`config.mk`:
```
export PLATFORM = sky130hd
export DESIGN_NAME = yaw_spring_damper_follower_core_flat
export DESIGN_NICKNAME = d
export VERILOG_FILES = /design/src/sv/yawsd_pkg.sv /design/src/sv/yawsd_if.sv /design/src/sv/yawsd_front.sv /design/src/sv/yawsd_queue.sv /design/src/sv/yawsd_back.sv /design/src/sv/yaw_spring_damper_follower_core.sv /design/src/flat_wrapper.sv
export SDC_FILE = /design/constraint.sdc
export NUM_CORES = 2
export LEC_CHECK = 0
export BUFFER_PORTS_ARGS = -buffer_cell sky130_fd_sc_hd__buf_2
export CAP_MARGIN = 20
export CORE_ASPECT_RATIO = 1.2
export CORE_MARGIN = 1
export CORE_UTILIZATION = 36
export CTS_CLUSTER_SIZE = 16
export DETAILED_ROUTE_END_ITERATION = 6
export MAX_ROUTING_LAYER = met4
export PLACE_DENSITY = 0.55
export SYNTH_ARGS = -nofsm -noshare
export SYNTH_HDL_FRONTEND = slang
export SYNTH_HIERARCHICAL = 1
export SYNTH_SLANG_ARGS = --single-unit
export TNS_END_PERCENT = 30
```
`constraint.sdc`:
```
create_clock -name clk -period 11 [get_ports clk]
set_input_delay 0.55 -clock clk [delete_from_list [all_inputs] [get_ports clk]]
set_output_delay 0.55 -clock clk [all_outputs]
set_load 0.01 [all_outputs]
```
`src/sv/yawsd_pkg.sv`:
```
// Shared types and constants of the yaw spring-damper follower.
package yawsd_pkg;

    localparam int ANGLE_W    = 16;
    localparam int SPEED_W    = 19;
    localparam int STEP_W     = 16;
    localparam int THR_W      = 15;
    localparam int GAIN_W     = 16;
    localparam int LIMIT_W    = 18;
    localparam int CFG_IDX_W  = 3;
    localparam int CFG_DATA_W = 18;
    localparam int FMAG_W     = 33;
    localparam int QUEUE_DEPTH = 2;

    // Angles in 1/128 degree, speeds in 1/128 degree per second
    localparam logic signed [19:0] HALF_TURN  = 20'sd23040;
    localparam logic signed [19:0] FULL_TURN  = 20'sd46080;
    localparam logic [17:0]        SPEED_MAX  = 18'd184320;
    localparam logic [17:0]        SNAP_SPEED = 18'd128;
    // ceil(2^24 / 10): exact floor division by ten for values below 2^22
    localparam logic [20:0]        RECIP_TEN  = 21'd1677722;

    // Register reset values
    localparam logic              RST_ENABLE = 1'b1;
    localparam logic [THR_W-1:0]  RST_START  = 15'd5760;
    localparam logic [THR_W-1:0]  RST_STOP   = 15'd640;
    localparam logic [THR_W-1:0]  RST_DEAD   = 15'd128;
    localparam logic [GAIN_W-1:0] RST_DAMP   = 16'd5120;
    localparam logic [GAIN_W-1:0] RST_SPRING = 16'd25600;
    localparam logic [LIMIT_W-1:0] RST_LIMIT = 18'd46080;

    typedef enum logic [CFG_IDX_W-1:0] {
        REG_ENABLE,
        REG_START,
        REG_STOP,
        REG_DEAD,
        REG_DAMP,
        REG_SPRING,
        REG_LIMIT
    } reg_idx_t;

    typedef struct packed {
        logic               enable;
        logic [THR_W-1:0]   start_thr;
        logic [THR_W-1:0]   stop_thr;
        logic [THR_W-1:0]   dead_band;
        logic [GAIN_W-1:0]  damp_gain;
        logic [GAIN_W-1:0]  spring_gain;
        logic [LIMIT_W-1:0] speed_limit;
    } cfg_t;

    // One queued request with its precomputed decay factor
    typedef struct packed {
        logic [STEP_W-1:0]         time_step;
        logic signed [ANGLE_W-1:0] target_angle;
        logic [FMAG_W-1:0]         fmag;
        logic                      fneg;
    } job_t;

endpackage

```
`src/sv/yawsd_if.sv`:
```
// Request and result channel interfaces of the yaw spring-damper follower.
interface yawsd_in_if;
    import yawsd_pkg::*;

    logic                      valid;
    logic                      ready;
    logic [STEP_W-1:0]         time_step;
    logic signed [ANGLE_W-1:0] target_angle;

    modport source (output valid, time_step, target_angle, input ready);
    modport sink (input valid, time_step, target_angle, output ready);
endinterface

interface yawsd_out_if;
    import yawsd_pkg::*;

    logic                      valid;
    logic                      ready;
    logic signed [ANGLE_W-1:0] current_angle;
    logic signed [SPEED_W-1:0] angular_speed;
    logic                      rotating;
    logic signed [ANGLE_W-1:0] angle_error;

    modport source (output valid, current_angle, angular_speed, rotating, angle_error,
                    input ready);
    modport sink (input valid, current_angle, angular_speed, rotating, angle_error,
                  output ready);
endinterface

```
`src/sv/yawsd_front.sv`:
```
// Front stage: take requests and precompute the idle decay factor.
module yawsd_front (
    input  logic            clk,
    input  logic            rst_n,
    input  yawsd_pkg::cfg_t cfg,
    yawsd_in_if.sink        ticks,
    output yawsd_pkg::job_t job,
    output logic            job_valid,
    input  logic            job_ready
);
    import yawsd_pkg::*;

    logic                      hold_valid_reg;
    logic [STEP_W-1:0]         dt_reg;
    logic signed [ANGLE_W-1:0] tgt_reg;
    logic [31:0]               damp_dt;
    logic signed [34:0]        factor;
    logic [34:0]               factor_abs;
    logic                      take;

    assign ticks.ready = !hold_valid_reg || job_ready;
    assign take        = ticks.valid && ticks.ready;

    always_ff @(posedge clk or negedge rst_n)
    begin
        if (!rst_n)
        begin
            hold_valid_reg <= 1'b0;
        end
        else if (take)
        begin
            hold_valid_reg <= 1'b1;
        end
        else if (job_ready)
        begin
            hold_valid_reg <= 1'b0;
        end
    end

    always_ff @(posedge clk)
    begin
        if (take)
        begin
            dt_reg  <= ticks.time_step;
            tgt_reg <= ticks.target_angle;
        end
    end

    // factor = 1 - 2 * damping * dt, in Q.24
    assign damp_dt    = cfg.damp_gain * dt_reg;
    assign factor     = 35'sd16777216 - $signed({2'b00, damp_dt, 1'b0});
    assign factor_abs = factor[34] ? 35'(-factor) : 35'(factor);

    assign job_valid        = hold_valid_reg;
    assign job.time_step    = dt_reg;
    assign job.target_angle = tgt_reg;
    assign job.fmag         = factor_abs[FMAG_W-1:0];
    assign job.fneg         = factor[34];

endmodule

```
`src/sv/yawsd_queue.sv`:
```
// Short request queue between the front stage and the sequencer.
module yawsd_queue (
    input  logic            clk,
    input  logic            rst_n,
    input  yawsd_pkg::job_t push_data,
    input  logic            push_valid,
    output logic            push_ready,
    output yawsd_pkg::job_t pop_data,
    output logic            pop_valid,
    input  logic            pop_ready
);
    import yawsd_pkg::*;

    localparam int PTR_W = (QUEUE_DEPTH > 1) ? $clog2(QUEUE_DEPTH) : 1;
    localparam int CNT_W = $clog2(QUEUE_DEPTH + 1);

    job_t             slot_reg [QUEUE_DEPTH];
    logic [PTR_W-1:0] wr_ptr_reg;
    logic [PTR_W-1:0] rd_ptr_reg;
    logic [CNT_W-1:0] count_reg;
    logic             do_push;
    logic             do_pop;

    assign push_ready = (count_reg != CNT_W'(QUEUE_DEPTH));
    assign pop_valid  = (count_reg != '0);
    assign pop_data   = slot_reg[rd_ptr_reg];
    assign do_push    = push_valid && push_ready;
    assign do_pop     = pop_valid && pop_ready;

    always_ff @(posedge clk or negedge rst_n)
    begin
        if (!rst_n)
        begin
            wr_ptr_reg <= '0;
            rd_ptr_reg <= '0;
            count_reg  <= '0;
        end
        else
        begin
            if (do_push)
            begin
                wr_ptr_reg <= (wr_ptr_reg == PTR_W'(QUEUE_DEPTH - 1)) ? '0 : wr_ptr_reg + 1'b1;
            end
            if (do_pop)
            begin
                rd_ptr_reg <= (rd_ptr_reg == PTR_W'(QUEUE_DEPTH - 1)) ? '0 : rd_ptr_reg + 1'b1;
            end
            if (do_push && !do_pop)
            begin
                count_reg <= count_reg + 1'b1;
            end
            else if (do_pop && !do_push)
            begin
                count_reg <= count_reg - 1'b1;
            end
        end
    end

    always_ff @(posedge clk)
    begin
        if (do_push)
        begin
            slot_reg[wr_ptr_reg] <= push_data;
        end
    end

endmodule

```
`src/sv/yawsd_back.sv`:
```
// Back end: sequencer with one shared multiplier that updates the kept yaw state.
module yawsd_back (
    input  logic            clk,
    input  logic            rst_n,
    input  yawsd_pkg::cfg_t cfg,
    input  yawsd_pkg::job_t job,
    input  logic            job_valid,
    output logic            job_ready,
    yawsd_out_if.source     results
);
    import yawsd_pkg::*;

    localparam int WRAP_STEPS = 4;

    typedef enum logic [3:0] {
        ST_IDLE,
        ST_ERROR,
        ST_DB_MUL,
        ST_DB_FIX,
        ST_DEC_LO,
        ST_DEC_HI,
        ST_DEC_FIX,
        ST_ROT_SPRING,
        ST_ROT_DAMP,
        ST_ROT_SUM,
        ST_ROT_LO,
        ST_ROT_HI,
        ST_ROT_SPEED,
        ST_ROT_MOVE,
        ST_ROT_YAW,
        ST_COMMIT
    } state_t;

    // Bring an angle back into [-180, +180]; both ends stay as they are
    function automatic logic signed [19:0] wrap_turn(input logic signed [19:0] a);
        logic signed [19:0] r;
        r = a;
        for (int i = 0; i < WRAP_STEPS; i++)
        begin
            if (r > HALF_TURN)
            begin
                r = r - FULL_TURN;
            end
            else if (r < -HALF_TURN)
            begin
                r = r + FULL_TURN;
            end
        end
        return r;
    endfunction

    state_t                    state_reg;
    logic [STEP_W-1:0]         dt_reg;
    logic signed [ANGLE_W-1:0] tgt_reg;
    logic [FMAG_W-1:0]         fmag_reg;
    logic                      fneg_reg;
    logic signed [ANGLE_W-1:0] yaw_reg;
    logic signed [SPEED_W-1:0] speed_reg;
    logic                      flag_reg;
    logic signed [ANGLE_W-1:0] err_reg;
    logic signed [ANGLE_W-1:0] yaw_new_reg;
    logic signed [SPEED_W-1:0] speed_new_reg;
    logic                      flag_new_reg;
    logic signed [ANGLE_W-1:0] err_new_reg;
    logic [THR_W-1:0]          emag_reg;
    logic                      eneg_reg;
    logic [17:0]               vmag_reg;
    logic                      vneg_reg;
    logic [41:0]               part_reg;
    logic [34:0]               acc_mag_reg;
    logic                      acc_neg_reg;
    logic                      out_valid_reg;

    logic [20:0]               mul_a;
    logic [20:0]               mul_b;
    logic [41:0]               prod_reg;

    logic signed [19:0]        diff_w;
    logic signed [19:0]        err_w;
    logic signed [19:0]        err_abs_w;
    logic [THR_W-1:0]          ae_w;
    logic signed [SPEED_W-1:0] speed_abs_w;
    logic                      flag_next_w;
    logic [17:0]               quot_w;
    logic [17:0]               db_mag_w;
    logic [SPEED_W-1:0]        db_speed_w;
    logic [51:0]               dec_total_w;
    logic [27:0]               dec_mag_w;
    logic [17:0]               dec_sat_w;
    logic [SPEED_W-1:0]        dec_speed_w;
    logic signed [36:0]        spr_w;
    logic signed [36:0]        dmp_w;
    logic signed [36:0]        acc_w;
    logic signed [36:0]        acc_abs_w;
    logic [51:0]               rot_total_w;
    logic [27:0]               rot_mag_w;
    logic signed [29:0]        delta_w;
    logic signed [29:0]        sum_w;
    logic [17:0]               lim_w;
    logic signed [29:0]        lim_s_w;
    logic signed [29:0]        clamp_w;
    logic signed [29:0]        clamp_abs_w;
    logic [17:0]               step_mag_w;
    logic signed [19:0]        step_w;
    logic signed [19:0]        yaw_sum_w;
    logic signed [19:0]        yaw_wrap_w;
    logic                      slot_free;

    assign job_ready = (state_reg == ST_IDLE);
    assign slot_free = !out_valid_reg || results.ready;

    assign results.valid         = out_valid_reg;
    assign results.current_angle = yaw_reg;
    assign results.angular_speed = speed_reg;
    assign results.rotating      = flag_reg;
    assign results.angle_error   = err_reg;

    // Error and hysteresis
    assign diff_w      = $signed({{4{tgt_reg[ANGLE_W-1]}}, tgt_reg})
                       - $signed({{4{yaw_reg[ANGLE_W-1]}}, yaw_reg});
    assign err_w       = wrap_turn(diff_w);
    assign err_abs_w   = err_w[19] ? -err_w : err_w;
    assign ae_w        = err_abs_w[THR_W-1:0];
    assign speed_abs_w = speed_reg[SPEED_W-1] ? -speed_reg : speed_reg;
    assign flag_next_w = flag_reg ? !(ae_w < cfg.stop_thr) : (ae_w > cfg.start_thr);

    // Dead band: nine tenths, snap small speeds to zero
    assign quot_w     = prod_reg[41:24];
    assign db_mag_w   = (quot_w < SNAP_SPEED) ? '0 : quot_w;
    assign db_speed_w = vneg_reg ? SPEED_W'(-{1'b0, db_mag_w}) : {1'b0, db_mag_w};

    // Idle decay: speed times factor, saturated
    assign dec_total_w = {10'b0, part_reg} + {prod_reg[34:0], 17'b0};
    assign dec_mag_w   = dec_total_w[51:24];
    assign dec_sat_w   = (dec_mag_w > {10'b0, SPEED_MAX}) ? SPEED_MAX : dec_mag_w[17:0];
    assign dec_speed_w = (vneg_reg ^ fneg_reg) ? SPEED_W'(-{1'b0, dec_sat_w})
                                               : {1'b0, dec_sat_w};

    // Spring-damper acceleration
    assign spr_w     = eneg_reg ? -$signed({6'b0, part_reg[30:0]}) : $signed({6'b0, part_reg[30:0]});
    assign dmp_w     = vneg_reg ? -$signed({3'b0, prod_reg[33:0]}) : $signed({3'b0, prod_reg[33:0]});
    assign acc_w     = spr_w - dmp_w;
    assign acc_abs_w = acc_w[36] ? -acc_w : acc_w;

    // Speed integration and clamp
    assign rot_total_w = {10'b0, part_reg} + {1'b0, prod_reg[32:0], 18'b0};
    assign rot_mag_w   = rot_total_w[51:24];
    assign delta_w     = acc_neg_reg ? -$signed({2'b0, rot_mag_w}) : $signed({2'b0, rot_mag_w});
    assign sum_w       = $signed({{11{speed_reg[SPEED_W-1]}}, speed_reg}) + delta_w;
    assign lim_w       = (cfg.speed_limit > SPEED_MAX) ? SPEED_MAX : cfg.speed_limit;
    assign lim_s_w     = $signed({12'b0, lim_w});
    assign clamp_w     = (sum_w > lim_s_w) ? lim_s_w : ((sum_w < -lim_s_w) ? -lim_s_w : sum_w);
    assign clamp_abs_w = clamp_w[29] ? -clamp_w : clamp_w;

    // Angle integration
    assign step_mag_w = prod_reg[33:16];
    assign step_w     = vneg_reg ? -$signed({2'b0, step_mag_w}) : $signed({2'b0, step_mag_w});
    assign yaw_sum_w  = $signed({{4{yaw_reg[ANGLE_W-1]}}, yaw_reg}) + step_w;
    assign yaw_wrap_w = wrap_turn(yaw_sum_w);

    // Shared multiplier operands
    always_comb
    begin
        mul_a = '0;
        mul_b = '0;
        unique case (state_reg)
            ST_DB_MUL:
            begin
                mul_a = {3'b0, vmag_reg} + {vmag_reg, 3'b0};
                mul_b = RECIP_TEN;
            end
            ST_DEC_LO:
            begin
                mul_a = {3'b0, vmag_reg};
                mul_b = {4'b0, fmag_reg[16:0]};
            end
            ST_DEC_HI:
            begin
                mul_a = {3'b0, vmag_reg};
                mul_b = {5'b0, fmag_reg[32:17]};
            end
            ST_ROT_SPRING:
            begin
                mul_a = {5'b0, cfg.spring_gain};
                mul_b = {6'b0, emag_reg};
            end
            ST_ROT_DAMP:
            begin
                mul_a = {5'b0, cfg.damp_gain};
                mul_b = {3'b0, vmag_reg};
            end
            ST_ROT_LO:
            begin
                mul_a = {3'b0, acc_mag_reg[17:0]};
                mul_b = {5'b0, dt_reg};
            end
            ST_ROT_HI:
            begin
                mul_a = {4'b0, acc_mag_reg[34:18]};
                mul_b = {5'b0, dt_reg};
            end
            ST_ROT_MOVE:
            begin
                mul_a = {3'b0, vmag_reg};
                mul_b = {5'b0, dt_reg};
            end
            default:
            begin
                mul_a = '0;
                mul_b = '0;
            end
        endcase
    end

    always_ff @(posedge clk)
    begin
        prod_reg <= mul_a * mul_b;
    end

    always_ff @(posedge clk or negedge rst_n)
    begin
        if (!rst_n)
        begin
            state_reg     <= ST_IDLE;
            dt_reg        <= '0;
            tgt_reg       <= '0;
            fmag_reg      <= '0;
            fneg_reg      <= 1'b0;
            yaw_reg       <= '0;
            speed_reg     <= '0;
            flag_reg      <= 1'b0;
            err_reg       <= '0;
            yaw_new_reg   <= '0;
            speed_new_reg <= '0;
            flag_new_reg  <= 1'b0;
            err_new_reg   <= '0;
            emag_reg      <= '0;
            eneg_reg      <= 1'b0;
            vmag_reg      <= '0;
            vneg_reg      <= 1'b0;
            part_reg      <= '0;
            acc_mag_reg   <= '0;
            acc_neg_reg   <= 1'b0;
            out_valid_reg <= 1'b0;
        end
        else
        begin
            // Raise valid on commit, drop it once the result is taken
            if ((state_reg == ST_COMMIT) && slot_free)
            begin
                out_valid_reg <= 1'b1;
            end
            else if (results.ready)
            begin
                out_valid_reg <= 1'b0;
            end
            unique case (state_reg)
                ST_IDLE:
                begin
                    if (job_valid)
                    begin
                        dt_reg        <= job.time_step;
                        tgt_reg       <= job.target_angle;
                        fmag_reg      <= job.fmag;
                        fneg_reg      <= job.fneg;
                        yaw_new_reg   <= yaw_reg;
                        speed_new_reg <= speed_reg;
                        flag_new_reg  <= flag_reg;
                        err_new_reg   <= err_reg;
                        state_reg     <= cfg.enable ? ST_ERROR : ST_COMMIT;
                    end
                end
                ST_ERROR:
                begin
                    err_new_reg  <= err_w[ANGLE_W-1:0];
                    flag_new_reg <= flag_next_w;
                    emag_reg     <= ae_w;
                    eneg_reg     <= err_w[19];
                    vmag_reg     <= speed_abs_w[17:0];
                    vneg_reg     <= speed_reg[SPEED_W-1];
                    if (ae_w < cfg.dead_band)
                    begin
                        state_reg <= ST_DB_MUL;
                    end
                    else if (!flag_next_w)
                    begin
                        state_reg <= ST_DEC_LO;
                    end
                    else
                    begin
                        state_reg <= ST_ROT_SPRING;
                    end
                end
                ST_DB_MUL:
                begin
                    state_reg <= ST_DB_FIX;
                end
                ST_DB_FIX:
                begin
                    speed_new_reg <= $signed(db_speed_w);
                    state_reg     <= ST_COMMIT;
                end
                ST_DEC_LO:
                begin
                    state_reg <= ST_DEC_HI;
                end
                ST_DEC_HI:
                begin
                    part_reg  <= prod_reg;
                    state_reg <= ST_DEC_FIX;
                end
                ST_DEC_FIX:
                begin
                    speed_new_reg <= $signed(dec_speed_w);
                    state_reg     <= ST_COMMIT;
                end
                ST_ROT_SPRING:
                begin
                    state_reg <= ST_ROT_DAMP;
                end
                ST_ROT_DAMP:
                begin
                    part_reg  <= prod_reg;
                    state_reg <= ST_ROT_SUM;
                end
                ST_ROT_SUM:
                begin
                    acc_mag_reg <= acc_abs_w[34:0];
                    acc_neg_reg <= acc_w[36];
                    state_reg   <= ST_ROT_LO;
                end
                ST_ROT_LO:
                begin
                    state_reg <= ST_ROT_HI;
                end
                ST_ROT_HI:
                begin
                    part_reg  <= prod_reg;
                    state_reg <= ST_ROT_SPEED;
                end
                ST_ROT_SPEED:
                begin
                    speed_new_reg <= clamp_w[SPEED_W-1:0];
                    vmag_reg      <= clamp_abs_w[17:0];
                    vneg_reg      <= clamp_w[29];
                    state_reg     <= ST_ROT_MOVE;
                end
                ST_ROT_MOVE:
                begin
                    state_reg <= ST_ROT_YAW;
                end
                ST_ROT_YAW:
                begin
                    yaw_new_reg <= yaw_wrap_w[ANGLE_W-1:0];
                    state_reg   <= ST_COMMIT;
                end
                ST_COMMIT:
                begin
                    if (slot_free)
                    begin
                        yaw_reg   <= yaw_new_reg;
                        speed_reg <= speed_new_reg;
                        flag_reg  <= flag_new_reg;
                        err_reg   <= err_new_reg;
                        state_reg <= ST_IDLE;
                    end
                end
                default:
                begin
                    state_reg <= ST_IDLE;
                end
            endcase
        end
    end

endmodule

```
`src/sv/yaw_spring_damper_follower_core.sv`:
```
// Yaw spring-damper follower: top level with configuration registers.
// Path from request accept to result valid: front stage, queue, sequencer.
// The sequencer works on one request at a time (disabled, dead band, idle decay or
// rotating path) on its single shared 21x21 multiplier, and waits while a result is not taken.
// Reset: yaw, speed, flag and error clear to zero, registers take their defaults;
// the block takes requests as soon as reset is released, with no clearing pass.
module yaw_spring_damper_follower_core (
    input  logic                            clk,
    input  logic                            rst_n,
    yawsd_in_if.sink                        ticks,
    yawsd_out_if.source                     results,
    input  logic                            cfg_we,
    input  logic [yawsd_pkg::CFG_IDX_W-1:0] cfg_index,
    input  logic [yawsd_pkg::CFG_DATA_W-1:0] cfg_data
);
    import yawsd_pkg::*;

    cfg_t cfg_reg;
    job_t front_job;
    logic front_valid;
    logic front_ready;
    job_t queue_job;
    logic queue_valid;
    logic queue_ready;

    // Configuration registers: take a write whenever the enable is high and drop writes
    // to indexes beyond the register list. Software is to write them only while no request
    // is in flight, which the block does not enforce; the datapath reads them directly.
    always_ff @(posedge clk or negedge rst_n)
    begin
        if (!rst_n)
        begin
            cfg_reg.enable      <= RST_ENABLE;
            cfg_reg.start_thr   <= RST_START;
            cfg_reg.stop_thr    <= RST_STOP;
            cfg_reg.dead_band   <= RST_DEAD;
            cfg_reg.damp_gain   <= RST_DAMP;
            cfg_reg.spring_gain <= RST_SPRING;
            cfg_reg.speed_limit <= RST_LIMIT;
        end
        else if (cfg_we)
        begin
            unique case (reg_idx_t'(cfg_index))
                REG_ENABLE: cfg_reg.enable      <= cfg_data[0];
                REG_START:  cfg_reg.start_thr   <= cfg_data[THR_W-1:0];
                REG_STOP:   cfg_reg.stop_thr    <= cfg_data[THR_W-1:0];
                REG_DEAD:   cfg_reg.dead_band   <= cfg_data[THR_W-1:0];
                REG_DAMP:   cfg_reg.damp_gain   <= cfg_data[GAIN_W-1:0];
                REG_SPRING: cfg_reg.spring_gain <= cfg_data[GAIN_W-1:0];
                REG_LIMIT:  cfg_reg.speed_limit <= cfg_data[LIMIT_W-1:0];
                default:    cfg_reg             <= cfg_reg;
            endcase
        end
    end

    // Front stage: register each request and work out the idle decay
    // factor 1 - 2 * damping * dt, which needs no kept state.
    yawsd_front u_front (
        .clk       (clk),
        .rst_n     (rst_n),
        .cfg       (cfg_reg),
        .ticks     (ticks),
        .job       (front_job),
        .job_valid (front_valid),
        .job_ready (front_ready)
    );

    // Queue: hold requests while the sequencer is busy so the request
    // channel keeps flowing.
    yawsd_queue u_queue (
        .clk        (clk),
        .rst_n      (rst_n),
        .push_data  (front_job),
        .push_valid (front_valid),
        .push_ready (front_ready),
        .pop_data   (queue_job),
        .pop_valid  (queue_valid),
        .pop_ready  (queue_ready)
    );

    // Sequencer: when enabled, wrap the error, advance the hysteresis flag, then run the
    // dead band, idle decay or spring-damper path on the shared multiplier.
    // The kept state doubles as the result register; advance it only once the
    // previous result has been taken.
    yawsd_back u_back (
        .clk       (clk),
        .rst_n     (rst_n),
        .cfg       (cfg_reg),
        .job       (queue_job),
        .job_valid (queue_valid),
        .job_ready (queue_ready),
        .results   (results)
    );

endmodule

```
`src/flat_wrapper.sv`:
```
// flat-port wrapper written by rule: the top's interface ports become plain ports
module yaw_spring_damper_follower_core_flat import yawsd_pkg::*;
  (clk, rst_n, cfg_we, cfg_index, cfg_data, ticks_valid, ticks_time_step, ticks_target_angle, ticks_ready, results_valid, results_current_angle, results_angular_speed, results_rotating, results_angle_error, results_ready);
  yawsd_in_if ticks_i ();
  yawsd_out_if results_i ();
  input  logic clk;
  input  logic rst_n;
  input  logic cfg_we;
  input  logic [yawsd_pkg::CFG_IDX_W-1:0] cfg_index;
  input  logic [yawsd_pkg::CFG_DATA_W-1:0] cfg_data;
  input wire logic [$bits(ticks_i.valid)-1:0] ticks_valid;
  input wire logic [$bits(ticks_i.time_step)-1:0] ticks_time_step;
  input wire logic [$bits(ticks_i.target_angle)-1:0] ticks_target_angle;
  output wire logic [$bits(ticks_i.ready)-1:0] ticks_ready;
  output wire logic [$bits(results_i.valid)-1:0] results_valid;
  output wire logic [$bits(results_i.current_angle)-1:0] results_current_angle;
  output wire logic [$bits(results_i.angular_speed)-1:0] results_angular_speed;
  output wire logic [$bits(results_i.rotating)-1:0] results_rotating;
  output wire logic [$bits(results_i.angle_error)-1:0] results_angle_error;
  input wire logic [$bits(results_i.ready)-1:0] results_ready;
  assign ticks_i.valid = ticks_valid;
  assign ticks_i.time_step = ticks_time_step;
  assign ticks_i.target_angle = ticks_target_angle;
  assign ticks_ready = ticks_i.ready;
  assign results_valid = results_i.valid;
  assign results_current_angle = results_i.current_angle;
  assign results_angular_speed = results_i.angular_speed;
  assign results_rotating = results_i.rotating;
  assign results_angle_error = results_i.angle_error;
  assign results_i.ready = results_ready;
  yaw_spring_damper_follower_core u_core (.clk(clk), .rst_n(rst_n), .ticks(ticks_i), .results(results_i), .cfg_we(cfg_we), .cfg_index(cfg_index), .cfg_data(cfg_data));
endmodule
```
# Yosys cells after proc, flatten, opt, wreduce, memory -nomap -nowiden
# Memory sizes are Yosys's and may differ from the RTL's. A register that Yosys moved wholly into a read port is not among the register bits.
# Cells that the tools add are included.
# word_totals
reg_bits	397
mem_bits_rw	132
input_bits	58
output_inout_bits	54
word_cells	225
memories	1
# mem_list
memory	words	word_bits	rd	rd_ports_with_merged_regs	wr	line_no	rtl
u_core.u_queue.slot_reg	2	66	1	1	1	yawsd_queue.sv:17	job_t slot_reg [QUEUE_DEPTH];
# classes
add_sub_neg	40
multipliers	2
order_cmp	24
n_eq_ne	24
muxes	61
bitwise	1
n_reduce_logical	41
# ops
op	count
$mux 20	15
$pmux 21 s6	2
$gt 20x16->1 const B	7
$lt 20x16->1 const B	7
$add 20x17->20 const B	6
$sub 20x17->20 const B	6
$mux 18	5
$mux 30	3
$pmux 19 s4	1
$mux 37	2
$mux 16	4
$pmux 16 s2	2
$mux 19	3
$pmux 4 s14	1
$add 42x51->52	1
$add 42x52->52	1
$mul 21x21->42	1
$neg 18->19	2
$neg 31->37	1
$neg 34->37	1
$sub 37x37->37	1
$neg 18->18	2
$pmux 18 s2	1
$mux 35	1
other kinds (53)	117

# Depth between registers and ports, before layout
# logic_depth
ltp_word	21
depth_mapped	52
ltp_nobuf	51

# Modules after synthesis
# The synthesis kept the hierarchy.
# modules_own_cells
mod	n_inst	cells_per_inst	area_per_inst_um2	seq_area_each_um2
yawsd_back	1	5488	44620.3	8047.7
yawsd_front	1	1328	11571.1	985.9
yawsd_queue	1	223	5069.9	4063.9
yaw_spring_damper_follower_core	1	209	3839.9	2423.6

# Least setup slack after synthesis
# Ideal clock, no wire load.
# synth_path
kind	flip-flop to flip-flop
startpoint	register u_core.u_back.part_reg[19]
endpoint	register u_core.u_back.vmag_reg[12]
setup_time_ns	0.077
arrival_ns	9.498
required_ns	10.923
path_slack_ns	1.425
stages_incl_launch_ff	45
path_buffers	4
period_less_slack_ns	9.575
path_cell_list	dfrtp_1 ha_1 a31o_2 a21o_1 a21o_1 a21oi_1 o21ai_0 a311oi_1 o31ai_1 or2_2 and2_1 or4_1 or2_2 or3_1 or4_1 clkbuf_1 and2_1 a31oi_1 [... 9 more ...] xor2_1 xnor2_1 ha_1 nand4_1 nor2_1 o211ai_1 a32oi_1 clkbuf_1 clkbuf_1 clkbuf_1 a21oi_1 a31oi_1 ha_1 nand3_1 nor2_1 a21oi_1 xor2_1 a21oi_1
# synth_between
elab_chain_len	10
elab_cells_between_ends	11
classes_between	add/sub: 4; order compare: 2; mux: 5
# synth_rtl
element	line_no	rtl
start: declaration	yawsd_back.sv:69	logic [41:0] part_reg;
start signal: assignment	yawsd_back.sv:309	part_reg <= prod_reg;
start signal: assignment	yawsd_back.sv:323	part_reg <= prod_reg;
start signal: assignment	yawsd_back.sv:338	part_reg <= prod_reg;
$add 42x51->52 (*)	yawsd_back.sv:146	assign rot_total_w = {10'b0, part_reg} + {1'b0, prod_reg[32:0], 18'b0};
$neg 28->30	yawsd_back.sv:148	assign delta_w = acc_neg_reg ? -$signed({2'b0, rot_mag_w}) : $signed({2'b0, rot_mag_w});
$mux 30 (*)	yawsd_back.sv:148	
$add 19x30->30 (*)	yawsd_back.sv:149	assign sum_w = $signed({{11{speed_reg[SPEED_W-1]}}, speed_reg}) + delta_w;
$lt 30x30->1	yawsd_back.sv:152	assign clamp_w = (sum_w > lim_s_w) ? lim_s_w : ((sum_w < -lim_s_w) ? -lim_s_w : sum_w);
$mux 30	yawsd_back.sv:152	
$mux 30 (*)	yawsd_back.sv:152	
$neg 18->18	yawsd_back.sv:153	assign clamp_abs_w = clamp_w[29] ? -clamp_w : clamp_w;
$mux 18 (*)	yawsd_back.sv:153	
$pmux 18 s2 (*)	yawsd_back.sv:257	unique case (state_reg)
end signal: assignment	yawsd_back.sv:279	vmag_reg <= speed_abs_w[17:0];
end signal: assignment	yawsd_back.sv:344	vmag_reg <= clamp_abs_w[17:0];
end: declaration	yawsd_back.sv:67	logic [17:0] vmag_reg;
# Every way passes the cells marked *; elsewhere a longest branch is shown, timed or not.
# A chain may end at the register's enable or synchronous reset.

# Worst setup path after layout
# layout_path
startpoint	register u_core.u_back.vmag_reg[3]
endpoint	register u_core.u_back.prod_reg[40]
# layout_between
elab_chain_len	3
elab_cells_between_ends	4
classes_between	add/sub: 1; mul: 1; mux: 2
# layout_rtl
element	line_no	rtl
$add 18x21->21	yawsd_back.sv:169	mul_a = {3'b0, vmag_reg} + {vmag_reg, 3'b0};
$pmux 21 s6	yawsd_back.sv:166	unique case (state_reg)
$mul 21x21->42 (*)	yawsd_back.sv:217	prod_reg <= mul_a * mul_b;
end signal: assignment	yawsd_back.sv:217	
end: declaration	yawsd_back.sv:76	logic [41:0] prod_reg;
# Marked as above.

==> reports/summary.txt <==
HP Class -> input pin to flip-flop
Crit path required time -> 11.56 ns
Asr flop ratio synth -> 65.38%
H-tree depth -> 3
Vias per inst -> 5.460
DR iter-0 viols -> 3975
Die Ht -> 467.8 um
Critical path class -> flip-flop to flip-flop
Max FO, Critical Path -> 6
Mapped Cells -> 7248
CTS root buf -> clkbuf_16
Crit path launch type -> flip-flop
Grt ovf -> 0
Crit path time final -> 10.43 ns
Total CTS buffers -> 74
IO Count -> 112
Total Routing Usage GR -> 25.10%
# setup viols final -> 0
Main flop type after synthesis -> dfrtp_1
Critical path's slowest cell -> fa_1
DP HPWL -> 177.6 mm
CTS tree -> yes
Row count -> 170
CP dominant cell by count -> fa_1
Mapped Area -> 65100 um^2
CP peak stage delay -> 0.52 ns
Warning count from the yosys run -> 6
Util after Layout -> 40.09%
FMAX -> 0.09592 GHz
Final Skew -> 0.04039 ns
Post-synth EDFFs -> 164
GP Congestion -> 0.9627
Post-synthesis cell type count -> 126
Failing checks -> DRC
Post-DR wirelength/cell -> 22.67 um
Die area -> 182500 um^2
Register area -> 15530 um^2
Global-route wire length before repair -> 338.4 mm
Worst-Skew Late Latency -> 0.69 ns
Area growth from synthesis to layout -> 10.41%
WP buf/inv -> 4
Die Wd -> 390.2 um
Longest Clk Path Bufs -> 3
Worst EP arrival -> 10.99 ns
Tcrit/Tclk final -> 94.78%
CP top delay family -> adder cells
Layout cells sized above 1 -> 11.07%
Final wirelength -> 223.9 mm
Core footprint -> 179300 um^2
Remaining DRCs -> 3
Antenna violations before repair -> 18
Largest register FFs -> 132
Clock sink total -> 595
Seq/Total Area, Yosys -> 23.84%
Fillers -> 18050
Multi-input combinational cell area -> 45490 um^2
Largest net degree at the start of global routing -> 91
IO Port Bufs -> 111
Final-report hold violation count -> 0
Status -> complete, but fails checks
Actual slew at the worst max-slew pin -> 1.433 ns
Clk slew on worst S/H paths -> 0.06 ns
Setup crit end kind -> flip-flop
Final Max Tran Viols -> 0
Final nets -> 8544
Register bit total from synthesis -> 595
Number of routed nets with antenna violations -> 0
Mapped Avg Cell Area -> 8.982 um^2
Vias in the first global route -> 54660
Worst slew margin -> 4.481%
Vias -> 53910
1st-pass router iterations -> 7
Starting Density -> 36.31%
Max Cap Viol -> 0
[per-stage QoR]
stage | hold slack, ns | cell area, um^2 | setup WS [ns] | instances | setup TNS, ns
2_1_floorplan | 0.2544 | 65200 | 1.425 | 7275 | 0
3_3_place_gp | 0.4231 | 69110 | 0.1595 | 9708 | 0
3_5_place_dp | 0.4296 | 69110 | 0.1712 | 9708 | 0
4_1_cts | 0.004020 | 71640 | 0.04452 | 9851 | 0
5_1_grt | 0.02621 | 71870 | -0.02155 | 9872 | -0.03365
6_report | 0.05031 | 71880 | 0.5745 | 9874 | 0
[cells by family after synthesis]
kind of cell    synth area share (%)
buf+inv                        6.744
xor+xnor                       6.586
fa+ha+maj                      27.18
simple gates                   16.74
mux                            4.932
compound gates                 13.96
flops                          23.84
other cells                  0.01730
[synthesized netlist by cell type (all sizes together), types with 17 or more instances]
master     n  area share (%)
dfrtp    372              14
or4       34            0.42
nand3    120            0.92
nor2b     72            0.70
xnor2    315             4.3
a211o     23            0.31
clkbuf   222             1.3
and2     180             1.7
or3       69            0.68
a21oi    299             2.3
o41ai     19            0.28
nand4     39            0.37
edfxtp   164             7.6
a31oi     83            0.80
a21o      63            0.73
o21a      58            0.67
nand2b    58            0.56
mux2i     26            0.40
a21boi    17            0.20
a211oi    46            0.55
fa       535              16
o21bai    39            0.45
o31ai     54            0.67
and3      43            0.42
xor2     166             2.3
nand2   1047             6.0
dfstp     17            0.69
inv      870             5.0
o21ai    342             2.7
o211ai    45            0.53
mux2     242             4.5
or2       37            0.36
dfxtp     42             1.3
a22oi     76            0.88
buf       43            0.45
nor4      40            0.43
nor2     397             2.3
ha       558              11
o22ai     27            0.27
nor3     103            0.81
[layout by cell type, fill, tap and decap left out, drive strengths merged, types with 83 or more instances in the layout]
cell    count
fa        535
nor2      397
ha        558
nand2    1047
mux2      242
a21oi     299
dfrtp     372
nand3     120
edfxtp    164
buf       302
and2      180
a31oi      83
inv       877
clkbuf    107
nor3      103
o21ai     342
xnor2     315
xor2      166
[worst paths after layout]
path	startpoint	endpoint	slack (ns)	cells past startpoint
max	u_core/u_back/vmag_reg[3]	u_core/u_back/prod_reg[40]	0.57	40
max in group asynchronous	rst_n	u_core/u_back/acc_mag_reg[4]	8.26	4
min in group asynchronous	rst_n	u_core/u_back/results.angle_error[9]	0.53	2
min	ticks_time_step[8]	u_core/u_front/dt_reg[8]	0.05	1
max reg2reg	u_core/u_back/vmag_reg[3]	u_core/u_back/prod_reg[40]	0.57	40
min reg2reg	u_core/u_front/tgt_reg[7]	u_core/u_queue/slot_reg[1][41]	0.44	0
[cell type report]
cell class	count	area share, %
Tap cell	2408	4.192
Multi-Input combinational cell	5545	63.29
Clock inverter	31	0.4595
Timing Repair Buffer	307	2.886
Clock buffer	107	2.991
Sequential cell	595	21.60
Antenna cell	11	0.03830
Inverter	870	4.543
[what timing repair did]
action                     in CTS  in global routing
resized for setup               0                 19
buffers inserted                0                 11
setup endpoints to repair       0                 42
hold buffers                    5                  0
hold endpoints to repair       88                  0
[metal layers]
metal  wire length, um  track usage [%]
met2            109600            42.23
met3             11280            2.897
met1             89670            29.38
met4             13310            13.27
met5                 0                -
Power is left out: the tool's default activity adds up to more than one toggle a clock period on the data nets, which glitch-free logic cannot reach.
